`src/design/lss_pkg.sv`:
```
// Shared types and constants for the link safety supervisor.
`default_nettype none

package lss_pkg;

   // Width of a source number
   localparam int SRC_ID_BITS = 8;

   // Health flags whose value 1 means the check passed; the others fail when set
   localparam logic [8:0] HEALTH_OK_MASK = 9'h13F;

   // Health flag positions with special handling
   localparam int HEALTH_INVARIANT_BIT = 0;
   localparam int HEALTH_QOS_BIT       = 8;

   // Recovery evidence counter
   localparam logic [15:0] SAMPLE_COUNT_MAX = 16'hFFFF;

   // Link states
   typedef enum logic [2:0] {
      ST_STANDBY    = 3'd0,
      ST_ACTIVE     = 3'd1,
      ST_RECOVERING = 3'd2,
      ST_DEGRADED   = 3'd3,
      ST_SAFESTOP   = 3'd4,
      ST_ERROR      = 3'd5
   } link_state_type;

   // State reasons
   localparam logic [3:0] RS_NONE      = 4'd0;
   localparam logic [3:0] RS_INVARIANT = 4'd1;
   localparam logic [3:0] RS_QOS       = 4'd9;
   localparam logic [3:0] RS_NO_SOURCE = 4'd10;
   localparam logic [3:0] RS_FIRST     = 4'd11;
   localparam logic [3:0] RS_SWITCH    = 4'd12;
   localparam logic [3:0] RS_FALLBACK  = 4'd13;
   localparam logic [3:0] RS_RECOVERED = 4'd14;

   // Arbitration events
   localparam logic [2:0] EV_NONE     = 3'd0;
   localparam logic [2:0] EV_FIRST    = 3'd1;
   localparam logic [2:0] EV_SWITCH   = 3'd2;
   localparam logic [2:0] EV_FALLBACK = 3'd3;

   // Item kinds
   localparam logic MODE_HEADER = 1'b0;

   // Decision pending for the current tick
   typedef enum logic [1:0] {
      BR_NONE     = 2'd0,
      BR_FIXED    = 2'd1,
      BR_RECOVERY = 2'd2
   } branch_type;

   // Input transaction
   typedef struct packed {
      logic                   mode;
      logic                   closes_tick;
      logic [8:0]             health_flags;
      logic                   source_present;
      logic [SRC_ID_BITS-1:0] src_id;
      logic [31:0]            generation;
      logic [2:0]             arbitration_event;
      logic [31:0]            epoch;
      logic                   evidence_accepted;
   } req_data_type;

   // Result transaction
   typedef struct packed {
      logic [2:0]             link_state;
      logic [3:0]             state_reason;
      logic                   out_source_present;
      logic [SRC_ID_BITS-1:0] out_source_id;
      logic [15:0]            recovery_count;
      logic [31:0]            transition_count;
   } rsp_data_type;

endpackage

`default_nettype wire

```
`src/design/link_safety_supervisor.sv`:
```
// Link safety supervisor: per-tick link state decision with recovery counting.
//
//  channel | direction | handshake                    | payload
//  req     | in        | req_valid / req_ready        | req_data (header or evidence)
//  rsp     | out       | rsp_valid / rsp_ready        | rsp_data (one decision per tick)
//  csr     | in        | csr_write_enable, no wait    | csr_write_data (recovery threshold)
//
// One transaction per cycle sustained while results are taken. An accepted item waits in the
// input register while it is evaluated against the supervisor state; a closing item's decision
// enters the result register as it is evaluated, so rsp_valid rises behind the input register.
// The state update loop (flag priority, compares, counter) closes through the supervisor state.
// Reset is synchronous and clears all supervisor state; the threshold returns to 5.
// A full result register that is not taken holds the input register; req_ready drops at once.
`default_nettype none

module link_safety_supervisor
   import lss_pkg::*;
(
   input  wire logic         clock,
   input  wire logic         reset,
   input  wire logic         req_valid,
   output logic              req_ready,
   input  wire req_data_type req_data,
   output logic              rsp_valid,
   input  wire logic         rsp_ready,
   output rsp_data_type      rsp_data,
   input  wire logic         csr_write_enable,
   input  wire logic [15:0]  csr_write_data
);

   // Configuration
   logic [15:0] threshold_ff;

   // Input register
   logic         s1_valid_ff;
   req_data_type s1_data_ff;
   logic         s1_fire;

   // Result register
   logic         rsp_valid_ff;
   rsp_data_type rsp_data_ff;
   rsp_data_type rsp_data_in;
   logic         rsp_load;

   // Supervisor state
   link_state_type         cur_state_ff,    cur_state_in;
   logic [3:0]             cur_reason_ff,   cur_reason_in;
   logic                   last_valid_ff,   last_valid_in;
   logic [SRC_ID_BITS-1:0] last_source_ff,  last_source_in;
   logic [31:0]            transitions_ff,  transitions_in;
   logic                   cand_valid_ff,   cand_valid_in;
   logic [SRC_ID_BITS-1:0] cand_source_ff,  cand_source_in;
   logic [31:0]            cand_gen_ff,     cand_gen_in;
   logic [15:0]            samples_ff,      samples_in;
   logic                   epoch_valid_ff,  epoch_valid_in;
   logic [31:0]            epoch_seen_ff,   epoch_seen_in;
   branch_type             pend_branch_ff,  pend_branch_in;
   link_state_type         pend_state_ff,   pend_state_in;
   logic [3:0]             pend_reason_ff,  pend_reason_in;
   logic [31:0]            tick_epoch_ff,   tick_epoch_in;
   logic                   tick_present_ff, tick_present_in;
   logic [SRC_ID_BITS-1:0] tick_id_ff,      tick_id_in;

   // Health assessment of the registered item
   logic [8:0] health_fail;
   logic       hard_fail;
   logic [3:0] hard_index;

   // Stage control: evaluate when the result register can take a transaction
   assign s1_fire   = s1_valid_ff && (!rsp_valid_ff || rsp_ready);
   assign req_ready = !s1_valid_ff || s1_fire;
   assign rsp_valid = rsp_valid_ff;
   assign rsp_data  = rsp_data_ff;

   // Find the first failing check among the state-forcing flags
   assign health_fail = s1_data_ff.health_flags ^ HEALTH_OK_MASK;
   assign hard_fail   = |health_fail[HEALTH_QOS_BIT-1:0];

   always_comb begin
      hard_index = 4'd0;
      for (int i = HEALTH_QOS_BIT - 1; i >= 0; i--) begin
         if (health_fail[i]) begin
            hard_index = 4'(i);
         end
      end
   end

   // Evaluate one transaction against the supervisor state
   always_comb begin
      logic           changed;
      logic           cand_match;
      branch_type     branch_now;
      link_state_type commit_state;
      logic [3:0]     commit_reason;

      cur_state_in    = cur_state_ff;
      cur_reason_in   = cur_reason_ff;
      last_valid_in   = last_valid_ff;
      last_source_in  = last_source_ff;
      transitions_in  = transitions_ff;
      cand_valid_in   = cand_valid_ff;
      cand_source_in  = cand_source_ff;
      cand_gen_in     = cand_gen_ff;
      samples_in      = samples_ff;
      epoch_valid_in  = epoch_valid_ff;
      epoch_seen_in   = epoch_seen_ff;
      pend_branch_in  = pend_branch_ff;
      pend_state_in   = pend_state_ff;
      pend_reason_in  = pend_reason_ff;
      tick_epoch_in   = tick_epoch_ff;
      tick_present_in = tick_present_ff;
      tick_id_in      = tick_id_ff;
      rsp_load        = 1'b0;
      changed         = 1'b0;
      cand_match      = 1'b0;
      branch_now      = BR_NONE;
      commit_state    = ST_STANDBY;
      commit_reason   = RS_NONE;
      rsp_data_in     = rsp_data_ff;

      if (s1_fire) begin
         if (s1_data_ff.mode == MODE_HEADER) begin
            // Latch the tick's selection and epoch
            tick_present_in = s1_data_ff.source_present;
            tick_id_in      = s1_data_ff.source_present ? s1_data_ff.src_id
                                                        : '0;
            tick_epoch_in   = s1_data_ff.epoch;

            // Pick the pending decision by priority
            if (cur_state_ff == ST_ERROR) begin
               pend_branch_in = BR_FIXED;
               pend_state_in  = ST_ERROR;
               pend_reason_in = cur_reason_ff;
            end else if (hard_fail) begin
               pend_branch_in = BR_FIXED;
               pend_state_in  = (hard_index == 4'(HEALTH_INVARIANT_BIT)) ? ST_ERROR
                                                                         : ST_SAFESTOP;
               pend_reason_in = hard_index + 4'd1;
            end else if (!tick_present_in && cur_state_ff != ST_STANDBY) begin
               pend_branch_in = BR_FIXED;
               pend_state_in  = ST_SAFESTOP;
               pend_reason_in = RS_NO_SOURCE;
            end else if (health_fail[HEALTH_QOS_BIT]) begin
               pend_branch_in = BR_FIXED;
               pend_state_in  = ST_DEGRADED;
               pend_reason_in = RS_QOS;
            end else if (!tick_present_in) begin
               pend_branch_in = BR_FIXED;
               pend_state_in  = ST_STANDBY;
               pend_reason_in = cur_reason_ff;
            end else if (cur_state_ff == ST_ACTIVE) begin
               pend_branch_in = BR_FIXED;
               if (s1_data_ff.arbitration_event == EV_NONE) begin
                  pend_state_in  = ST_ACTIVE;
                  pend_reason_in = cur_reason_ff;
               end else if (s1_data_ff.arbitration_event == EV_SWITCH) begin
                  pend_state_in  = ST_ACTIVE;
                  pend_reason_in = RS_SWITCH;
               end else if (s1_data_ff.arbitration_event == EV_FALLBACK) begin
                  pend_state_in  = ST_ACTIVE;
                  pend_reason_in = RS_FALLBACK;
               end else begin
                  pend_state_in  = ST_ERROR;
                  pend_reason_in = RS_INVARIANT;
               end
            end else begin
               // Restart recovery on a new health epoch
               if (!epoch_valid_ff || epoch_seen_ff != tick_epoch_in) begin
                  epoch_valid_in = 1'b1;
                  epoch_seen_in  = tick_epoch_in;
                  cand_valid_in  = 1'b0;
                  samples_in     = '0;
               end
               if (s1_data_ff.arbitration_event > EV_FALLBACK) begin
                  pend_branch_in = BR_FIXED;
                  pend_state_in  = ST_ERROR;
                  pend_reason_in = RS_INVARIANT;
               end else begin
                  unique case (s1_data_ff.arbitration_event)
                     EV_FIRST:    pend_reason_in = RS_FIRST;
                     EV_SWITCH:   pend_reason_in = RS_SWITCH;
                     EV_FALLBACK: pend_reason_in = RS_FALLBACK;
                     default:     pend_reason_in = cur_reason_ff;
                  endcase
                  // Restart recovery on a new source or generation
                  if (!cand_valid_in || cand_source_ff != tick_id_in ||
                      cand_gen_ff != s1_data_ff.generation) begin
                     cand_valid_in  = 1'b1;
                     cand_source_in = tick_id_in;
                     cand_gen_in    = s1_data_ff.generation;
                     samples_in     = '0;
                  end
                  pend_branch_in = BR_RECOVERY;
                  pend_state_in  = ST_RECOVERING;
               end
            end
         end else begin
            // Count accepted evidence that matches the pending candidate and epoch; rejected evidence clears it
            cand_match = cand_valid_ff && cand_source_ff == s1_data_ff.src_id &&
                         cand_gen_ff == s1_data_ff.generation;
            if (pend_branch_ff == BR_RECOVERY && s1_data_ff.epoch == tick_epoch_ff &&
                cand_match) begin
               if (!s1_data_ff.evidence_accepted) begin
                  samples_in = '0;
               end else if (samples_ff != SAMPLE_COUNT_MAX) begin
                  samples_in = samples_ff + 16'd1;
               end
            end
         end

         // Close the tick and commit the pending decision
         if (s1_data_ff.closes_tick) begin
            branch_now     = pend_branch_in;
            pend_branch_in = BR_NONE;
            if (branch_now != BR_NONE) begin
               rsp_load = 1'b1;
               if (branch_now == BR_FIXED) begin
                  commit_state  = pend_state_in;
                  commit_reason = pend_reason_in;
               end else if (samples_in >= threshold_ff) begin
                  commit_state  = ST_ACTIVE;
                  commit_reason = RS_RECOVERED;
               end else begin
                  commit_state  = ST_RECOVERING;
                  commit_reason = pend_reason_in;
               end

               changed = cur_state_ff != commit_state || last_valid_ff != tick_present_in ||
                         (tick_present_in && last_source_ff != tick_id_in);
               if (changed) begin
                  cur_state_in   = commit_state;
                  cur_reason_in  = commit_reason;
                  last_valid_in  = tick_present_in;
                  last_source_in = tick_id_in;
                  transitions_in = transitions_ff + 32'd1;
               end
               if (commit_state != ST_RECOVERING) begin
                  cand_valid_in = 1'b0;
                  samples_in    = '0;
               end

               rsp_data_in.link_state         = cur_state_in;
               rsp_data_in.state_reason       = cur_reason_in;
               rsp_data_in.out_source_present = tick_present_in;
               rsp_data_in.out_source_id      = tick_id_in;
               rsp_data_in.recovery_count     = samples_in;
               rsp_data_in.transition_count   = transitions_in;
            end
         end
      end
   end

   // Hold the recovery threshold
   always_ff @(posedge clock) begin
      if (reset) begin
         threshold_ff <= 16'd5;
      end else if (csr_write_enable) begin
         threshold_ff <= csr_write_data;
      end
   end

   // Advance the input register
   always_ff @(posedge clock) begin
      if (reset) begin
         s1_valid_ff <= 1'b0;
      end else if (req_valid && req_ready) begin
         s1_valid_ff <= 1'b1;
      end else if (s1_fire) begin
         s1_valid_ff <= 1'b0;
      end
   end

   always_ff @(posedge clock) begin
      if (req_valid && req_ready) begin
         s1_data_ff <= req_data;
      end
   end

   // Hold the result until taken
   always_ff @(posedge clock) begin
      if (reset) begin
         rsp_valid_ff <= 1'b0;
      end else if (rsp_load) begin
         rsp_valid_ff <= 1'b1;
      end else if (rsp_ready) begin
         rsp_valid_ff <= 1'b0;
      end
   end

   always_ff @(posedge clock) begin
      if (rsp_load) begin
         rsp_data_ff <= rsp_data_in;
      end
   end

   // Update supervisor state
   always_ff @(posedge clock) begin
      if (reset) begin
         cur_state_ff    <= ST_STANDBY;
         cur_reason_ff   <= RS_NONE;
         last_valid_ff   <= 1'b0;
         last_source_ff  <= '0;
         transitions_ff  <= '0;
         cand_valid_ff   <= 1'b0;
         cand_source_ff  <= '0;
         cand_gen_ff     <= '0;
         samples_ff      <= '0;
         epoch_valid_ff  <= 1'b0;
         epoch_seen_ff   <= '0;
         pend_branch_ff  <= BR_NONE;
         pend_state_ff   <= ST_STANDBY;
         pend_reason_ff  <= RS_NONE;
         tick_epoch_ff   <= '0;
         tick_present_ff <= 1'b0;
         tick_id_ff      <= '0;
      end else begin
         cur_state_ff    <= cur_state_in;
         cur_reason_ff   <= cur_reason_in;
         last_valid_ff   <= last_valid_in;
         last_source_ff  <= last_source_in;
         transitions_ff  <= transitions_in;
         cand_valid_ff   <= cand_valid_in;
         cand_source_ff  <= cand_source_in;
         cand_gen_ff     <= cand_gen_in;
         samples_ff      <= samples_in;
         epoch_valid_ff  <= epoch_valid_in;
         epoch_seen_ff   <= epoch_seen_in;
         pend_branch_ff  <= pend_branch_in;
         pend_state_ff   <= pend_state_in;
         pend_reason_ff  <= pend_reason_in;
         tick_epoch_ff   <= tick_epoch_in;
         tick_present_ff <= tick_present_in;
         tick_id_ff      <= tick_id_in;
      end
   end

   // Error is sticky
   assert property (@(posedge clock) disable iff (reset)
      cur_state_ff == ST_ERROR |=> cur_state_ff == ST_ERROR)
      else $error("left the error state");

   // Transition count moves only with a decision
   assert property (@(posedge clock) disable iff (reset)
      !rsp_load |=> $stable(transitions_ff))
      else $error("transition count changed without a decision");

   // A nonzero recovery count belongs to a live candidate
   assert property (@(posedge clock) disable iff (reset)
      samples_ff != 16'd0 |-> cand_valid_ff)
      else $error("recovery count without candidate");

   // Closing a tick clears the pending decision
   assert property (@(posedge clock) disable iff (reset)
      s1_fire && s1_data_ff.closes_tick |=> pend_branch_ff == BR_NONE)
      else $error("pending decision survived tick close");

endmodule

`default_nettype wire
```
`config.mk`:
```
export PLATFORM = sky130hd
export DESIGN_NAME = link_safety_supervisor
export DESIGN_NICKNAME = d
export VERILOG_FILES = /design/src/design/lss_pkg.sv /design/src/design/link_safety_supervisor.sv
export SDC_FILE = /design/constraint.sdc
export NUM_CORES = 1
export LEC_CHECK = 0
export BUFFER_PORTS_ARGS = -buffer_cell sky130_fd_sc_hd__buf_2
export CORE_MARGIN = 5
export CORE_UTILIZATION = 40
export DETAILED_ROUTE_END_ITERATION = 12
export GPL_TIMING_DRIVEN = 0
export REMOVE_ABC_BUFFERS = 1
export SLEW_MARGIN = 10
export SYNTH_ARGS = -nofsm -noshare
export SYNTH_HDL_FRONTEND = slang
export SYNTH_SLANG_ARGS = --single-unit
```
`constraint.sdc`:
```
create_clock -name clock -period 7.7 [get_ports clock]
set_input_delay 1.155 -clock clock [delete_from_list [all_inputs] [get_ports clock]]
set_output_delay 1.155 -clock clock [all_outputs]
set_load 0.01 [all_outputs]
```
==> results.md <==
- Status: completed
- Slowest Stage Delay on Critical Path: 0.87 ns
- Clk Latency, worst-skew pair: 0.56 ns
- RR Startpoint: s1_data_ff[68]
- Worst path cell trace: xor2_1 -> nor4_1 -> nand3_1 -> nor3_1 -> nand2_1 -> nor3_4 -> a21oi_1 -> a21oi_1 -> ha_1 -> a21oi_1 -> o21ai_0 -> a221oi_1 -> and2_1 -> o211ai_1 -> a2111oi_4 -> buf_6 -> buf_6 -> buf_6 -> a21boi_0 -> xor2_1
- Clock Skew: 0.0180 ns
- Antenna diodes: 0
- H-tree level count: 2
- Dpl ws: 0.120 ns
- Unrepaired setup endpoints after global routing: no
- Multiplexer area fraction after synthesis: 0.0776
- Global Route Usage Sum: 0.168
- WL final: 40,200 um
- Via count: 12,600
- Num ports: 175
- Nets: 1,943
- Critical Path AT: 7.47 ns
- Synth Area in XOR/XNOR: 0.0734
- Post-synth top area share: 0.268
- Post-synth EDFFs: 152
- Headroom to the max-slew limit: 0.188
- Dpl hpwl: 28,600 um
- Detailed router's first-iteration violation count: 884
- TritonCTS clock tree: built
- Register area: 8690 um2
- Reg clk slew, reported paths: 0.06 ns
- PortBufs: 174
- Slew @ Worst Pin: 1.21 ns
- Initial Util: 0.406
- Vias in the first global route: 12,200
- Height of the die: 217 um
- Core Area: 42,000 um2
- Multi-input logic area: 7830 um2
- Crit path launch type: register
- Seq cells post-synth: 358
- HP Class: reg -> reg
- Hold Fails Final Rpt: 0
- Pin count of the biggest net entering global routing: 106
- Commonest non-fill, non-tap cell in the layout: dfxtp_1
- DR WL/cell: 16.8 um
- Pins Over Slew Limit: 0
- Clk root buf: clkbuf_16
- Layout cells sized above 1: 0.170
- Top_reg_cell synth: dfxtp_1
- Initial antenna violation count: 0
- Max-Cap Viols: 0
- Full die area: 46,900 um2
- Mapped Area: 17,100 um2
- Pre-antenna DRT Iters: 5
- CP Max Fanout: 19
- Seq/Total Area, Yosys: 0.509
- Max Root-Sink Buffers: 3
- Setup CP Type: reg -> reg
- Setup violations, final: 0
- Average cell area after synthesis: 10.2 um2
- Worst path required time: 7.99 ns
- Placer Congestion: 0.888
- VDD IR max: 0.179 mV
- Compound-Gate Fraction of Synth Area: 0.125
- Chip Width: 217 um
- Max frequency: 0.139 GHz
- Adder-cell share of the synthesized area: 0.0147
- Critical-path top delay cell: a2111oi_4
- Synth unique cells: 87
- CP bufs+invs: 3
- Yosys warns: 0
- Clk sinks: 358
- Overall power: 4240 uW
- Area leader, netlist: edfxtp_1
- Row count: 75
- Asr flop ratio synth: 0
- Fin worst setup slack: 0.519 ns
- Leakage power: 0.00780 uW
- DRC: 0
- Commonest cells after routing, fill and taps aside: dfxtp_1, buf_2, nor2_1
- Antenna viol nets, final: 0
- Simple-Gate Fraction of Synth Area: 0.165
- TritonCTS Buffers: 40
- Total gr overflow: 0
- Crit path from: s1_data_ff[68]
- Final core utilization: 0.472
- Pwr dens: 214 nW/um2
- Area contributors post-synth: edfxtp_1, dfxtp_1, xor2_1
- First-pass GRT wire length: 65,100 um
- Worst Hold Launch: tick_id_ff[7]
- Final worst path period share: 0.933
- Hold_ws: 0.453 ns
- Crit path time final: 7.18 ns
- Cell family with the largest share of critical-path delay: simple AND/OR/NAND/NOR gates
- Largest family of logic cells by synthesized area: simple AND/OR/NAND/NOR gates
- Fill count: 3,944
- P&R area growth vs syn: 16.4%
- Avg Vias per Cell: 5.29
- Critical Path End Type: register
- Post-Route Setup TNS: 0 ns
- Cells after Synth: 1,674
- Post-CTS setup buffers: 0
-- per-stage QoR --
stage / cell area (um2) / cells
after floorplan: 16600 / 1583
after global placement: 18200 / 2296
after detailed placement: 18500 / 2311
after global routing: 19900 / 2385
final: 19900 / 2385
after CTS: 19900 / 2385
-- synthesized netlist by cell type (5+ instances only) --
cell type,n
a21oi_2,11
buf_4,5
nand3_1,49
mux2_2,7
a21oi_1,111
inv_1,46
xnor2_1,37
a211o_1,15
o211a_1,12
xor2_1,106
a21boi_0,13
mux2i_1,85
nor4_1,26
buf_2,19
edfxtp_1,152
mux2_4,15
a21o_1,6
or3_1,7
nand2_1,167
mux2_1,15
nand4_1,27
ha_1,20
a211oi_1,25
o211ai_1,9
and3_1,14
clkbuf_1,56
nor2b_1,34
dfxtp_1,206
o21ai_0,36
nor3_1,22
nor2_1,172
and2_1,17
buf_1,7
and4_1,6
nand2b_1,7
o31ai_1,6
a22o_1,5
a31oi_1,19
-- worst min-delay path, stage by stage, from the launching register on --
cell,delay (ns)
dfxtp_1,0.31
nand2_1,0.05
a21oi_1,0.05
-- path summary, 6_finish.rpt --
| path | end | slack [ns] | cells past startpoint |
|---|---|---|---|
| max | rsp_data[7] | 0.52 | 20 |
| min reg2reg | tick_id_ff[7] | 0.45 | 2 |
| max reg2reg | rsp_data[7] | 0.52 | 20 |
| min | tick_id_ff[7] | 0.45 | 2 |
-- cell type report --
| type | count | area share |
|---|---|---|
| tap | 539 | 0.0340 |
| inverter | 47 | 0.00901 |
| multi-input combinational | 1178 | 0.394 |
| sequential | 358 | 0.438 |
| clock inverter | 13 | 0.00605 |
| timing repair buffer | 189 | 0.0595 |
| clock buffer | 61 | 0.0596 |
-- sequential cells by signal, summed over array words and instances (netlist names), 2 cells and up --
signal / count
s1_data_ff: 86
cand_source_ff: 8
transitions_ff: 32
pend_state_ff: 3
epoch_seen_ff: 32
cand_gen_ff: 32
last_source_ff: 8
threshold_ff: 16
cur_reason_ff: 4
tick_id_ff: 8
health_fail: 2
tick_epoch_ff: 32
samples_ff: 16
pend_branch_ff: 2
rsp_data: 64
cur_state_ff: 3
pend_reason_ff: 4
-- power breakdown --
part | switching (uW) | leakage [uW] | internal [uW]
Combinational | 177 | 0.00395 | 108
Clock | 757 | 0.000638 | 1130
Sequential | 46.5 | 0.00321 | 2030
-- per-layer routing --
metal  global-route usage  up-vias  wire, um  part of all wire
met1                0.230     5974     18400              0.46
met2                0.276      314     18800              0.47
met3               0.0304       63      2080             0.052
met4               0.0494        0       896             0.022
met5                    0        -         0                 0
li1                     -     6256         -                 -
-- timing repair --
item / 4_1_cts / 5_1_grt
gates resized for setup: 0 / 1
endpoints found under the setup margin: 0 / 64
hold buffers: 0 / 0
-- kinds of logic after synthesis --
logic type	Yosys count
and+or+nand+nor	580
DFF	358
AOI/OAI and AO/OA	313
xor gates and xnor gates	143
buffers and inverters	138
muxes	122
adders and majority gates	20
(Power assumes the default switching activity.)
